### src/rtl/tgrr_pkg.sv
// Shared constants for the text glyph row renderer.
// Register indexes, field widths and the shade patterns; no dependencies.
package tgrr_pkg;

  // Widest glyph row the font storage supports
  localparam int unsigned MaxGlyphWidth = 16;
  // Pixels a row can carry: bounded by the 16 font bits and the glyph size
  localparam int unsigned RowLimit      = (MaxGlyphWidth < 16) ? MaxGlyphWidth : 16;

  localparam int unsigned RowW    = 16;
  localparam int unsigned ColourW = 4;
  localparam int unsigned AttrW   = 8;
  localparam int unsigned WidthW  = 5;
  localparam int unsigned CfgIdxW = 3;
  localparam int unsigned PixIdxW = 4;

  // Configuration register indexes
  typedef enum logic [CfgIdxW-1:0] {
    REG_TEXT_COLOUR   = 3'd0,
    REG_INVERT_ENABLE = 3'd1,
    REG_SHADE_ENABLE  = 3'd2,
    REG_TEXT_MODE     = 3'd3,
    REG_GLYPH_WIDTH   = 3'd4
  } cfg_reg_e;

  // Reset values
  localparam logic [AttrW-1:0]  TextColourRst = 8'h0F;
  localparam logic [WidthW-1:0] GlyphWidthRst = 5'd8;

  // Checker shade patterns, even and odd rows
  localparam logic [RowW-1:0] ShadeEven = 16'hAAAA;
  localparam logic [RowW-1:0] ShadeOdd  = 16'h5555;

  localparam logic [WidthW-1:0] RowLimitW = WidthW'(RowLimit);

endpackage

### src/rtl/text_glyph_row_renderer_top.sv
// Top level of the text glyph row renderer: row register, pixel serializer
// and output register. Depends on tgrr_pkg.

// Takes one glyph row per transaction and emits one pixel per cycle, left to
// right, while the output accepts them, so a row gives glyph_width pixels
// (8 for the usual 8-wide font, at most 16; a width of zero emits nothing).
// The pixel serializer is the limiting unit: the next row is accepted in the
// same cycle the last pixel of the current row moves to the output register,
// so rows stream back to back with no gap. Inversion and shading are applied
// when the row is accepted; colours come from the attribute register, which
// must only be written while the block is idle. The shade phase restarts on
// a row flagged as the first row of a glyph and toggles after every row.
module text_glyph_row_renderer_top (
  input  logic                          clk_i,
  input  logic                          rst_ni,
  // configuration write port
  input  logic                          cfg_we_i,
  input  logic [tgrr_pkg::CfgIdxW-1:0]  cfg_index_i,
  input  logic [tgrr_pkg::AttrW-1:0]    cfg_wdata_i,
  // glyph row stream
  input  logic                          s_axis_tvalid_i,
  output logic                          s_axis_tready_o,
  input  logic [15:0]                   s_axis_tdata_i,  // [15:0] glyph_row
  input  logic                          s_axis_tuser_i,  // [0] first_row
  // pixel stream
  output logic                          m_axis_tvalid_o,
  input  logic                          m_axis_tready_i,
  output logic [7:0]                    m_axis_tdata_o,  // [3:0] pixel_colour, [7:4] zero
  output logic                          m_axis_tlast_o   // last_pixel
);

  // Configuration registers
  logic [tgrr_pkg::AttrW-1:0]  text_colour_q;
  logic                        invert_enable_q;
  logic                        shade_enable_q;
  logic                        text_mode_q;
  logic [tgrr_pkg::WidthW-1:0] glyph_width_q;

  always_ff @(posedge clk_i or negedge rst_ni) begin
    if (!rst_ni) begin
      text_colour_q   <= tgrr_pkg::TextColourRst;
      invert_enable_q <= 1'b0;
      shade_enable_q  <= 1'b0;
      text_mode_q     <= 1'b0;
      glyph_width_q   <= tgrr_pkg::GlyphWidthRst;
    end else if (cfg_we_i) begin
      case (cfg_index_i)
        tgrr_pkg::REG_TEXT_COLOUR:   text_colour_q   <= cfg_wdata_i;
        tgrr_pkg::REG_INVERT_ENABLE: invert_enable_q <= cfg_wdata_i[0];
        tgrr_pkg::REG_SHADE_ENABLE:  shade_enable_q  <= cfg_wdata_i[0];
        tgrr_pkg::REG_TEXT_MODE:     text_mode_q     <= cfg_wdata_i[0];
        tgrr_pkg::REG_GLYPH_WIDTH:   glyph_width_q   <= cfg_wdata_i[tgrr_pkg::WidthW-1:0];
        default: ;
      endcase
    end
  end

  // Handshake plumbing
  logic out_valid_q;
  logic row_valid_q;
  logic out_free;
  logic pix_move;
  logic row_done;
  logic in_acc;

  logic [tgrr_pkg::PixIdxW-1:0] cnt_q, cnt_d;
  logic [tgrr_pkg::PixIdxW-1:0] last_idx_q;

  assign out_free        = !out_valid_q || m_axis_tready_i;
  assign pix_move        = row_valid_q && out_free;
  assign row_done        = pix_move && (cnt_q == last_idx_q);
  assign s_axis_tready_o = !row_valid_q || row_done;
  assign in_acc          = s_axis_tvalid_i && s_axis_tready_o;

  // Row modification at accept: inversion, then shade overlay
  logic                        shade_phase_q, shade_phase_d;
  logic                        phase_eff;
  logic                        do_inv;
  logic [tgrr_pkg::RowW-1:0]   row_mod;
  logic [tgrr_pkg::WidthW-1:0] width_clamped;

  always_comb begin
    phase_eff = s_axis_tuser_i ? 1'b0 : shade_phase_q;
    do_inv    = invert_enable_q || (text_colour_q[7] && !text_mode_q);
    row_mod   = s_axis_tdata_i;
    if (invert_enable_q || shade_enable_q) begin
      if (do_inv) begin
        row_mod = ~row_mod;
      end
      if (shade_enable_q) begin
        row_mod = row_mod | (phase_eff ? tgrr_pkg::ShadeOdd : tgrr_pkg::ShadeEven);
      end
    end
    width_clamped = (glyph_width_q > tgrr_pkg::RowLimitW) ? tgrr_pkg::RowLimitW
                                                          : glyph_width_q;
    shade_phase_d = in_acc ? !phase_eff : shade_phase_q;
  end

  // Row register: the modified bits shift left one per emitted pixel
  logic [tgrr_pkg::RowW-1:0] row_q, row_d;
  logic                      row_valid_d;
  logic [tgrr_pkg::WidthW-1:0] width_m1;

  assign width_m1 = width_clamped - tgrr_pkg::WidthW'(1);

  always_comb begin
    row_valid_d = row_valid_q;
    row_d       = row_q;
    cnt_d       = cnt_q;
    if (pix_move) begin
      row_d = {row_q[tgrr_pkg::RowW-2:0], 1'b0};
      cnt_d = cnt_q + tgrr_pkg::PixIdxW'(1);
    end
    if (row_done) begin
      row_valid_d = 1'b0;
    end
    if (in_acc) begin
      // a zero-width row emits nothing
      row_valid_d = (width_clamped != '0);
      row_d       = row_mod;
      cnt_d       = '0;
    end
  end

  always_ff @(posedge clk_i or negedge rst_ni) begin
    if (!rst_ni) begin
      row_valid_q   <= 1'b0;
      shade_phase_q <= 1'b0;
      cnt_q         <= '0;
    end else begin
      row_valid_q   <= row_valid_d;
      shade_phase_q <= shade_phase_d;
      cnt_q         <= cnt_d;
    end
  end

  always_ff @(posedge clk_i) begin
    row_q <= row_d;
    if (in_acc) begin
      last_idx_q <= width_m1[tgrr_pkg::PixIdxW-1:0];
    end
  end

  // Output register: colour lookup of the leftmost remaining bit
  logic [tgrr_pkg::ColourW-1:0] pix_q;
  logic                         last_q;
  logic [tgrr_pkg::ColourW-1:0] fg;
  logic [tgrr_pkg::ColourW-1:0] bg;

  assign fg = text_colour_q[3:0];
  assign bg = {1'b0, text_colour_q[6:4]};

  always_ff @(posedge clk_i or negedge rst_ni) begin
    if (!rst_ni) begin
      out_valid_q <= 1'b0;
    end else if (out_free) begin
      out_valid_q <= pix_move;
    end
  end

  always_ff @(posedge clk_i) begin
    if (pix_move) begin
      pix_q  <= row_q[tgrr_pkg::RowW-1] ? fg : bg;
      last_q <= (cnt_q == last_idx_q);
    end
  end

  assign m_axis_tvalid_o = out_valid_q;
  assign m_axis_tdata_o  = {4'b0000, pix_q};
  assign m_axis_tlast_o  = last_q;

endmodule

### config.mk
export PLATFORM = sky130hd
export DESIGN_NAME = text_glyph_row_renderer_top
export DESIGN_NICKNAME = d
export VERILOG_FILES = /design/src/rtl/tgrr_pkg.sv /design/src/rtl/text_glyph_row_renderer_top.sv
export SDC_FILE = /design/constraint.sdc
export NUM_CORES = 1
export LEC_CHECK = 0
export BUFFER_PORTS_ARGS = -buffer_cell sky130_fd_sc_hd__buf_2
export CAP_MARGIN = 20
export CORE_UTILIZATION = 56
export DETAILED_ROUTE_END_ITERATION = 12
export HOLD_SLACK_MARGIN = 0.08
export PLACE_DENSITY = 0.8
export SLEW_MARGIN = 20
export SYNTH_ARGS = -nofsm -noshare
export SYNTH_HDL_FRONTEND = slang
export SYNTH_SLANG_ARGS = --single-unit
### constraint.sdc
create_clock -name clk_i -period 2.45 [get_ports clk_i]
set_clock_uncertainty 0.15 [all_clocks]
set_input_delay 0.245 -clock clk_i [delete_from_list [all_inputs] [get_ports clk_i]]
set_output_delay 0.245 -clock clk_i [all_outputs]
set_load 0.03 [all_outputs]
==> results of run 1 <==
how the worst max path moves through the flow:
stage	from	endpoint	slack, ns	depth (start not counted)
3_3_place_gp	cnt_q[0]	row_q[8]	0.38	5
6_report	text_mode_q	row_q[6]	0.35	4
5_1_grt	text_mode_q	row_q[15]	0.17	4
3_5_place_dp	cnt_q[0]	row_q[6]	0.37	5
2_1_floorplan	cnt_q[0]	row_valid_q	0.46	4
4_1_cts	cnt_q[0]	row_q[6]	0.36	5
state kept, by name, summed over array words and instances (netlist names):
signal,cells
row_valid_q,1
row_q,16
pix_q,4
m_axis_tvalid_o,1
cnt_q,4
invert_enable_q,1
text_colour_q,8
m_axis_tlast_o,1
last_idx_q,4
text_mode_q,1
glyph_width_q,5
shade_phase_q,1
shade_enable_q,1
cell usage in the layout (no fill, tap or decap), types with 2 or more instances in the layout:
master and n:
a21oi_1 11, and2_1 3, buf_2 39, buf_4 2, clkbuf_8 5, conb_1 4, dfrtp_1 18, dfstp_2 5
dlygate4sd3_1 8, edfxtp_1 25, ha_1 2, inv_1 14, mux2_2 21, mux2_4 6, mux2i_1 8, nand2_1 4
nand2b_1 8, nor3_1 8, nor4bb_1 2, o21a_1 7, o21ai_0 22, or3_1 10, xnor2_1 6
cell families after synthesis:
group	after synthesis
xor gates and xnor gates	7
DFF	48
and+or+nand+nor	46
adders and majority gates	2
buffers and inverters	27
AOI/OAI and AO/OA	42
muxes	35
other	1
critical path: stages (launching register included):
cell and delay, ns:
dfrtp_1 0.38, and3b_1 0.79, o21a_1 0.18, o21ai_0 0.08, mux2_4 0.28
layout make-up:
| type | instances | area (µm²) |
|---|---|---|
| fillers | 311 | 1430 |
| flip-flops and latches | 48 | 1330 |
| multi-input cells | 136 | 1060 |
| repair buffers | 50 | 310 |
| clock buffers | 7 | 97.6 |
| well taps | 52 | 65.1 |
| inverters | 14 | 52.6 |
| clock inverters | 1 | 5.00 |
per-stage QoR:
stage          setup WS [ns]  util, %  std cells
6_report               0.353     67.2        308
5_1_grt                0.166     67.2        308
4_1_cts                0.358     67.2        308
3_5_place_dp           0.368     63.0        292
3_3_place_gp           0.381     63.0        292
2_1_floorplan          0.461        -        211
power groups by stage:
stage	clock network [mW]	registers [mW]	logic, mW
floorplan	0	1.30	0.588
global placement	0	1.30	0.739
detailed placement	0	1.31	0.759
CTS	0.531	1.29	0.776
global route	0.573	1.33	0.861
finish	0.520	1.29	0.771
per-layer routing:
layer  vias up  part of all wire (%)
met2        31                    48
met5         -                     0
met3         4                   3.2
met1       830                    48
met4         0                  0.91
li1        832                     -
timing repair:
item,4_1_cts,5_1_grt
hold buffers,8,0
hold endpoints to repair,29,0
setup endpoints to repair,0,0
gates resized for setup,0,0
==> flow_metrics.py, run 1 <==
metrics = {
    "clocking": {
        "cts_tree": "built",
        "cts_sinks": 48,
        "clkTransAtPathRegs_ns": 0.09,
        "cts.path.max_buffers": 2,
        "htree_levels": 2,
        "clock-root-buffer": "clkbuf_8",
        "clkLatencyLatePin_ns": 0.30,
        "cts_setup_buffers": 0,
        "numCtsBuffers": 5,
    },
    "synth": {
        "synth.area.top_cells": "edfxtp_1 30%, dfrtp_1 18%, mux2_2 9.4%",
        "synthFlopType": "edfxtp_1",
        "synth.most_common_cell": "edfxtp_1",
        "synth_xor_area_share_pct": 2.42,
        "synthDominantCellAreaShare_pct": 29.7,
        "synth_top_cells_by_count": "25 x edfxtp_1, 22 x o21ai_0, 21 x mux2_2",
        "avgSynthCellArea_um2": 12.2,
        "seq_area_frac_synth_pct": 52.7,
        "synth-seq-cells": 48,
        "synth_cell_type_count": 39,
        "synth_top_family_by_area": "multiplexers",
        "netlist_area_um2": 2530,
        "synth_compound_area_share_pct": 9.85,
        "synth_top_area_cell": "edfxtp_1",
        "yosys.area_share.simple_pct": 12.2,
        "synthCells": 208,
        "synth_edf_count": 25,
        "synthAdderAreaFrac_pct": 0.990,
        "ys_warn_count": 0,
        "postSynth.asyncResetShare_pct": 47.9,
        "muxShareOfSynthArea_pct": 16.1,
    },
    "sta": {
        "fin_crit_sh_pct": 85.6,
        "setup_viol": 0,
        "finalHoldViolations": 0,
        "rsz0062_at_grt": "no",
        "slew_headroom_pct": 41.9,
        "setup_tns_ns": 0,
        "max_freq_ghz": 0.477,
        "period_minus_slack_ns": 2.10,
        "worst_pin_slew_ns": 0.871,
        "holdWs_ns": 0.104,
        "drv_slew": 0,
    },
    "drt": {
        "route.detailed.drc": 0,
        "viasPerCell": 5.51,
        "postRouteAntennaNets": 0,
        "drt_iter0_drc": 94,
        "drtPass1Iterations": 4,
        "vias": 1697,
        "wirelength_um": 4280,
        "avgRoutedWirePerCell_um": 13.9,
    },
    "die": {
        "rows": 24,
        "start_util_pct": 58.1,
        "die_h_um": 69.2,
        "core_area_um2": 4350,
        "die_w_um": 69.2,
        "io_pins": 44,
        "dieArea_um2": 4790,
    },
    "critical_path": {
        "rr_startpoint": "text_mode_q",
        "cp-start-kind": "register",
        "crit_path_end_kind": "register",
        "r2r_end": "row_q[6]",
        "rrSetupSlack_ns": 0.35,
        "path_max_fanout": 31,
        "arrival_ns": 2.00,
        "cp.required_ns": 2.36,
        "critical_path_class": "register to register",
        "reg2regPathDepth": 4,
    },
    "global_routing": {
        "grt_pass1_vias": 1623,
        "antenna_found_initial": 0,
        "grt_first_pass_wirelength_um": 7560,
        "grt_max_degree": 33,
        "gr-max-usage-layer": "met2",
        "globalRouteMet1Util_pct": 27.5,
        "grt_usage_pct": 20.0,
        "grt_use_met3_pct": 4.36,
        "met2_usage_pct": 32.5,
        "grt_overflow": 0,
    },
    "min_path": {
        "hold_depth": 2,
        "hold_path_class": "primary input to register",
        "min-delay-start": "cfg_wdata_i[0]",
        "hold_path_end": "shade_enable_q",
    },
    "job": {
        "max-cap-violations": 0,
    },
    "cells_and_area": {
        "final_area_um2": 2930,
        "fin_nets": 290,
        "areaGrowthSynthToFinish_pct": 15.8,
        "layout-drive-gt1-share_pct": 34.0,
        "antenna_cells": 0,
    },
    "place": {
        "dp_hpwl_um": 2850,
        "portBuffers": 39,
        "gp_congestion": 0.728,
        "placed_cell_area_um2": 2750,
    },
    "status": {
        "run_status": "finished clean",
    },
    "pwr": {
        "powerDensity_nw_per_um2": 882,
        "p_sw_mw": 0.798,
        "combinationalPowerShare_pct": 29.8,
        "clkPwrFrac_pct": 20.1,
        "seqPwrFrac_pct": 50.0,
        "power.total_mw": 2.58,
        "netSwitchingFraction_pct": 30.9,
        "p_int_mw": 1.78,
        "peakVddDrop_mv": 0.501,
        "leakagePower_nw": 1.18,
    },
}
No activity file was read; power rests on OpenSTA's default activity.
==> run 2: changes to the inputs <==
CORE_UTILIZATION = 45   (was 56)
PLACE_DENSITY = 0.66   (was 0.8)
==> run 2 against run 1 <==
  * Via count decreased by 2.5%
  * Register-to-register slack got worse by 0.02 ns
  * Sequential share of layout area decreased by 0.40 points
  * Utilization decreased by 11 points
  * Global-route usage decreased by 3.6 points
  * Setup slack got worse by 0.015 ns
  * Maximum frequency decreased by 0.73%
  * Routed wire length increased by 1.8%
==> flow_metrics.py, run 2 (synthesis results as in run 1) <==
metrics = {
    "status": {
        "run_status": "finished clean",
    },
    "drt": {
        "route.detailed.drc": 0,
        "vias": 1654,
        "drt_iter0_drc": 79,
        "viasPerCell": 5.09,
        "postRouteAntennaNets": 0,
        "avgRoutedWirePerCell_um": 13.4,
        "wirelength_um": 4360,
        "drtPass1Iterations": 4,
    },
    "critical_path": {
        "rrSetupSlack_ns": 0.34,
        "cp.required_ns": 2.35,
        "rr_startpoint": "text_mode_q",
        "arrival_ns": 2.02,
        "path_max_fanout": 31,
        "critical_path_class": "register to register",
        "reg2regPathDepth": 4,
        "crit_path_end_kind": "register",
        "cp-start-kind": "register",
        "r2r_end": "row_q[14]",
    },
    "min_path": {
        "hold_depth": 2,
        "hold_path_class": "primary input to register",
        "min-delay-start": "cfg_wdata_i[0]",
        "hold_path_end": "invert_enable_q",
    },
    "die": {
        "die_w_um": 77.0,
        "start_util_pct": 48.0,
        "die_h_um": 77.0,
        "io_pins": 44,
        "core_area_um2": 5270,
        "rows": 26,
        "dieArea_um2": 5920,
    },
    "pwr": {
        "peakVddDrop_mv": 0.425,
        "p_int_mw": 1.83,
        "seqPwrFrac_pct": 48.7,
        "leakagePower_nw": 1.18,
        "combinationalPowerShare_pct": 28.9,
        "powerDensity_nw_per_um2": 896,
        "netSwitchingFraction_pct": 30.9,
        "p_sw_mw": 0.819,
        "clkPwrFrac_pct": 22.4,
        "power.total_mw": 2.65,
    },
    "clocking": {
        "clkTransAtPathRegs_ns": 0.10,
        "cts-resized-gates": 0,
        "numCtsBuffers": 5,
        "cts_tree": "built",
        "htree_levels": 2,
        "clock-root-buffer": "clkbuf_8",
        "clkLatencyLatePin_ns": 0.30,
        "cts_setup_buffers": 0,
        "cts.path.max_buffers": 2,
        "cts_sinks": 48,
    },
    "job": {
        "max-cap-violations": 0,
    },
    "cells_and_area": {
        "antenna_cells": 0,
        "fin_nets": 289,
        "areaGrowthSynthToFinish_pct": 16.8,
        "layout-drive-gt1-share_pct": 34.1,
        "final_area_um2": 2950,
        "largest_reg_flops": 16,
        "layout_commonest_cell": "buf_2",
        "largestRegisters": "row_q x16, text_colour_q x8, glyph_width_q x5",
        "largest-register": "row_q",
        "final_cell_mix": "39 x buf_2, 25 x edfxtp_1, 22 x o21ai_0, 21 x mux2_2, 18 x dfrtp_1",
    },
    "global_routing": {
        "grt_usage_pct": 16.5,
        "grt_first_pass_wirelength_um": 7650,
        "grt_max_degree": 33,
        "grt_overflow": 0,
        "grt_pass1_vias": 1611,
        "antenna_found_initial": 0,
    },
    "sta": {
        "finalWorstSetupSlack_ns": 0.338,
        "max_freq_ghz": 0.473,
        "setup_tns_ns": 0,
        "slew_headroom_pct": 41.2,
        "setup_viol": 0,
        "rsz0062_at_grt": "no",
        "fin_crit_sh_pct": 86.2,
        "drv_slew": 0,
        "period_minus_slack_ns": 2.11,
        "worst_pin_slew_ns": 0.882,
        "finalHoldViolations": 0,
    },
    "place": {
        "gp_congestion": 0.781,
        "portBuffers": 39,
        "placed_cell_area_um2": 2760,
        "dp_hpwl_um": 2980,
        "post-place-ws_ns": 0.361,
    },
}
[run 2: layout make-up]
cell class	instances	area, µm²
Timing Repair Buffer	49	303
Clock inverter	3	45.0
Sequential cell	48	1330
Fill cell	477	2320
Inverter	14	52.6
Tap cell	70	87.6
Clock buffer	5	68.8
Multi-Input combinational cell	136	1060
[run 2: repair_timing]
action                     CTS  global route
setup endpoints to repair    0             0
hold endpoints to repair    29             0
hold buffers                 8             0
[run 2: worst max-delay path by stage]
stage                       end  slack (ns)         from  cells after the start
finish                row_q[14]        0.34  text_mode_q                      4
global route           row_q[8]        0.15  text_mode_q                      4
CTS                    row_q[6]        0.34  text_mode_q                      4
detailed placement     row_q[6]        0.36  text_mode_q                      4
global placement      row_q[14]        0.40  text_mode_q                      4
floorplan           row_valid_q        0.46     cnt_q[0]                      4
[run 2: power groups by stage]
stage / Clock (mW) / Sequential, mW / Combinational (mW)
after global placement: 0 / 1.30 / 0.741
after floorplan: 0 / 1.30 / 0.588
after global routing: 0.638 / 1.33 / 0.859
after detailed placement: 0 / 1.31 / 0.766
final: 0.594 / 1.29 / 0.764
after CTS: 0.608 / 1.29 / 0.776
[run 2: critical path: stages, from the launching register on]
cell,delay (ns)
dfrtp_1,0.39
and3b_1,0.79
o21a_1,0.18
o21ai_0,0.08
mux2_4,0.27
[run 2: stage by stage]
| step | cells | hold slack [ns] | utilization [%] |
|---|---|---|---|
| CTS | 325 | 0.0948 | 56.1 |
| global route | 325 | 0.114 | 56.1 |
| detailed placement | 309 | 0.113 | 52.4 |
| global placement | 309 | 0.117 | 52.4 |
| finish | 325 | 0.109 | 56.1 |
| floorplan | 211 | -0.201 | - |
[run 2: metal layers]
layer / routed length (µm) / GRT usage [%]
met1: 2210 / 22.5
met2: 2000 / 26.3
met3: 103 / 2.86
met4: 49 / 5.77
met5: 0 / 0
==> run 3: changes to the inputs <==
ABC_AREA = 1   (was default)
==> run 3 against run 2 <==
  * Non-clock buffer count fell by 1
  * Critical path depth increased by 3
  * Clock-buffer cell count unchanged
  * Routed wire length grew 3.4%
  * Cell count increased by 30%
  * Sequential cell count is the same
  * Clock power down 24%
  * Global-route usage grew 0.93 points
  * Largest cell class unchanged
  * Largest power group unchanged
  * Highest routed layer unchanged
==> flow_metrics.py, run 3 <==
metrics = {
    "status": {
        "run_status": "finished clean",
    },
    "sta": {
        "finalHoldViolations": 0,
        "setup_tns_ns": 0,
        "worst_pin_slew_ns": 0.514,
        "period_minus_slack_ns": 1.94,
        "max_freq_ghz": 0.515,
        "drv_slew": 0,
        "setup_viol": 0,
        "slew_headroom_pct": 65.7,
        "fin_crit_sh_pct": 79.2,
        "rsz0062_at_grt": "no",
    },
    "die": {
        "die_h_um": 76.6,
        "dieArea_um2": 5870,
        "core_area_um2": 5240,
        "start_util_pct": 47.8,
        "die_w_um": 76.6,
        "io_pins": 44,
        "rows": 26,
    },
    "job": {
        "max-cap-violations": 0,
    },
    "synth": {
        "synth_top_cells_by_count": "113 x nand2_1, 42 x inv_1, 38 x nand3_1",
        "synth.area.top_cells": "edfxtp_1 30%, dfrtp_1 18%, nand2_1 17%",
        "synthFlopType": "edfxtp_1",
        "synth_cell_type_count": 28,
        "ys_warn_count": 0,
        "synth.most_common_cell": "nand2_1",
        "synth_top_area_cell": "edfxtp_1",
        "netlist_area_um2": 2500,
        "synthDominantCellAreaShare_pct": 30.0,
        "synthCells": 305,
        "synth-seq-cells": 48,
        "seq_area_frac_synth_pct": 53.2,
        "synth_edf_count": 25,
        "postSynth.asyncResetShare_pct": 47.9,
        "avgSynthCellArea_um2": 8.21,
    },
    "critical_path": {
        "reg2regPathDepth": 9,
        "cp-endpoint": "s_axis_tready_o",
        "cp-start-kind": "register",
        "critPathLaunch": "cnt_q[1]",
        "crit_path_end_kind": "output pin",
        "r2r_end": "row_q[14]",
        "cp.required_ns": 2.06,
        "rrSetupSlack_ns": 0.68,
        "arrival_ns": 1.54,
        "rr_startpoint": "cnt_q[1]",
        "critical_path_class": "register to output pin",
        "path_max_fanout": 19,
    },
    "min_path": {
        "hold_path_class": "primary input to register",
    },
    "cells_and_area": {
        "layout.cells.non_filler": 422,
        "layout-drive-gt1-share_pct": 17.6,
        "fin_nets": 386,
        "layout_commonest_cell": "nand2_1",
        "largestRegisters": "row_q x16, text_colour_q x8, glyph_width_q x5",
        "final_cell_mix": "113 x nand2_1, 42 x inv_1, 39 x buf_2, 38 x nand3_1, 25 x edfxtp_1",
        "fillCellCount": 500,
        "areaGrowthSynthToFinish_pct": 14.9,
        "antenna_cells": 0,
        "largest_reg_flops": 16,
        "largest-register": "row_q",
    },
    "pwr": {
        "leakagePower_nw": 1.49,
        "peakVddDrop_mv": 0.390,
        "powerDensity_nw_per_um2": 1010,
    },
    "clocking": {
        "htree_levels": 2,
        "clkTransAtPathRegs_ns": 0.08,
        "cts.path.max_buffers": 2,
        "cts-resized-gates": 0,
        "numCtsBuffers": 5,
        "cts_sinks": 48,
        "clkLatencyLatePin_ns": 0.30,
        "cts_setup_buffers": 0,
        "cts_tree": "built",
        "clock-root-buffer": "clkbuf_8",
    },
    "global_routing": {
        "antenna_found_initial": 0,
        "grt_overflow": 0,
        "grt_pass1_vias": 1811,
        "grt_first_pass_wirelength_um": 8090,
        "grt_usage_pct": 17.4,
        "grt_max_degree": 24,
    },
    "drt": {
        "route.detailed.drc": 0,
        "viasPerCell": 4.57,
        "postRouteAntennaNets": 0,
        "drt_iter0_drc": 134,
        "avgRoutedWirePerCell_um": 10.7,
        "vias": 1930,
        "drtPass1Iterations": 4,
        "wirelength_um": 4510,
    },
    "place": {
        "portBuffers": 39,
        "dp_hpwl_um": 3330,
        "gp_congestion": 0.760,
        "dp_cells": 406,
    },
}
run 3: repair_timing:
action / 4_1_cts / 5_1_grt
hold buffers: 8 / 0
endpoints found under the setup margin: 0 / 0
hold endpoints to repair: 29 / 0
run 3: final cells by class:
cell class	instances	area (µm²)	share of cell area, %
clock buffer	5	68.8	2.39
clock inverter	3	18.8	0.652
inverter	46	175	6.08
multi-input combinational	202	913	31.7
sequential	48	1330	46.3
tap	70	87.6	3.04
timing repair buffer	48	283	9.82
run 3: worst min-delay path by stage:
| stage | startpoint | end | cells after the start |
|---|---|---|---|
| 2_1_floorplan | rst_ni | cnt_q[0] | 0 |
| 3_3_place_gp | rst_ni | cnt_q[3] | 1 |
| 3_5_place_dp | rst_ni | cnt_q[3] | 1 |
| 4_1_cts | m_axis_tready_i | m_axis_tvalid_o | 4 |
| 5_1_grt | cfg_index_i[0] | text_mode_q | 3 |
| 6_report | m_axis_tready_i | m_axis_tvalid_o | 4 |
run 3: report_power, final:
part	internal, mW	leakage, nW	switching [mW]	total (mW)
clock network	0.197	0.0378	0.257	0.454
registers	1.26	0.516	0.152	1.41
logic	0.340	0.935	0.693	1.03
run 3: logic make-up (layout without fill, tap and decap cells):
logic type                 count (synthesis)  in the layout  synth area share, %
adders and majority gates                  2              2                0.999
xor gates and xnor gates                   3              3                 1.05
and+or+nand+nor                          171            171                 28.8
muxes                                      2              2                0.899
other                                      1              4                0.150
AOI/OAI and AO/OA                         20             20                 4.15
DFF                                       48             48                 53.2
buffers and inverters                     58            102                 10.8
run 3: per-stage QoR:
stage / total power, mW / util, % / instance area [µm²] / hold slack, ns / worst slack, ns
final: 2.90 / 55.0 / 2880 / 0.0805 / 0.510
after global routing: 3.15 / 55.0 / 2880 / 0.108 / 0.356
after CTS: 2.94 / 55.0 / 2880 / 0.0809 / 0.494
after detailed placement: 2.47 / 51.8 / 2710 / 0.111 / 0.566
after global placement: 2.43 / 51.8 / 2710 / 0.110 / 0.671
after floorplan: 2.22 / - / 2520 / -0.201 / 0.869
run 3: critical path: stages, from the launching register on:
cell and delay (ns):
dfrtp_1 0.39, inv_1 0.07, nand2_1 0.05, nand2_1 0.06, nor2_1 0.10, nand3_1 0.12
nand2_4 0.21, buf_2 0.24
run 3: routing by layer:
metal,wire [µm],share of wire (%),vias to the layer above,global-route usage (%)
li1,-,-,1042,-
met1,2290,51,841,24.6
met2,1980,44,41,27.2
met3,181,4.0,6,3.23
met4,58,1.3,0,5.19
met5,0,0,-,0
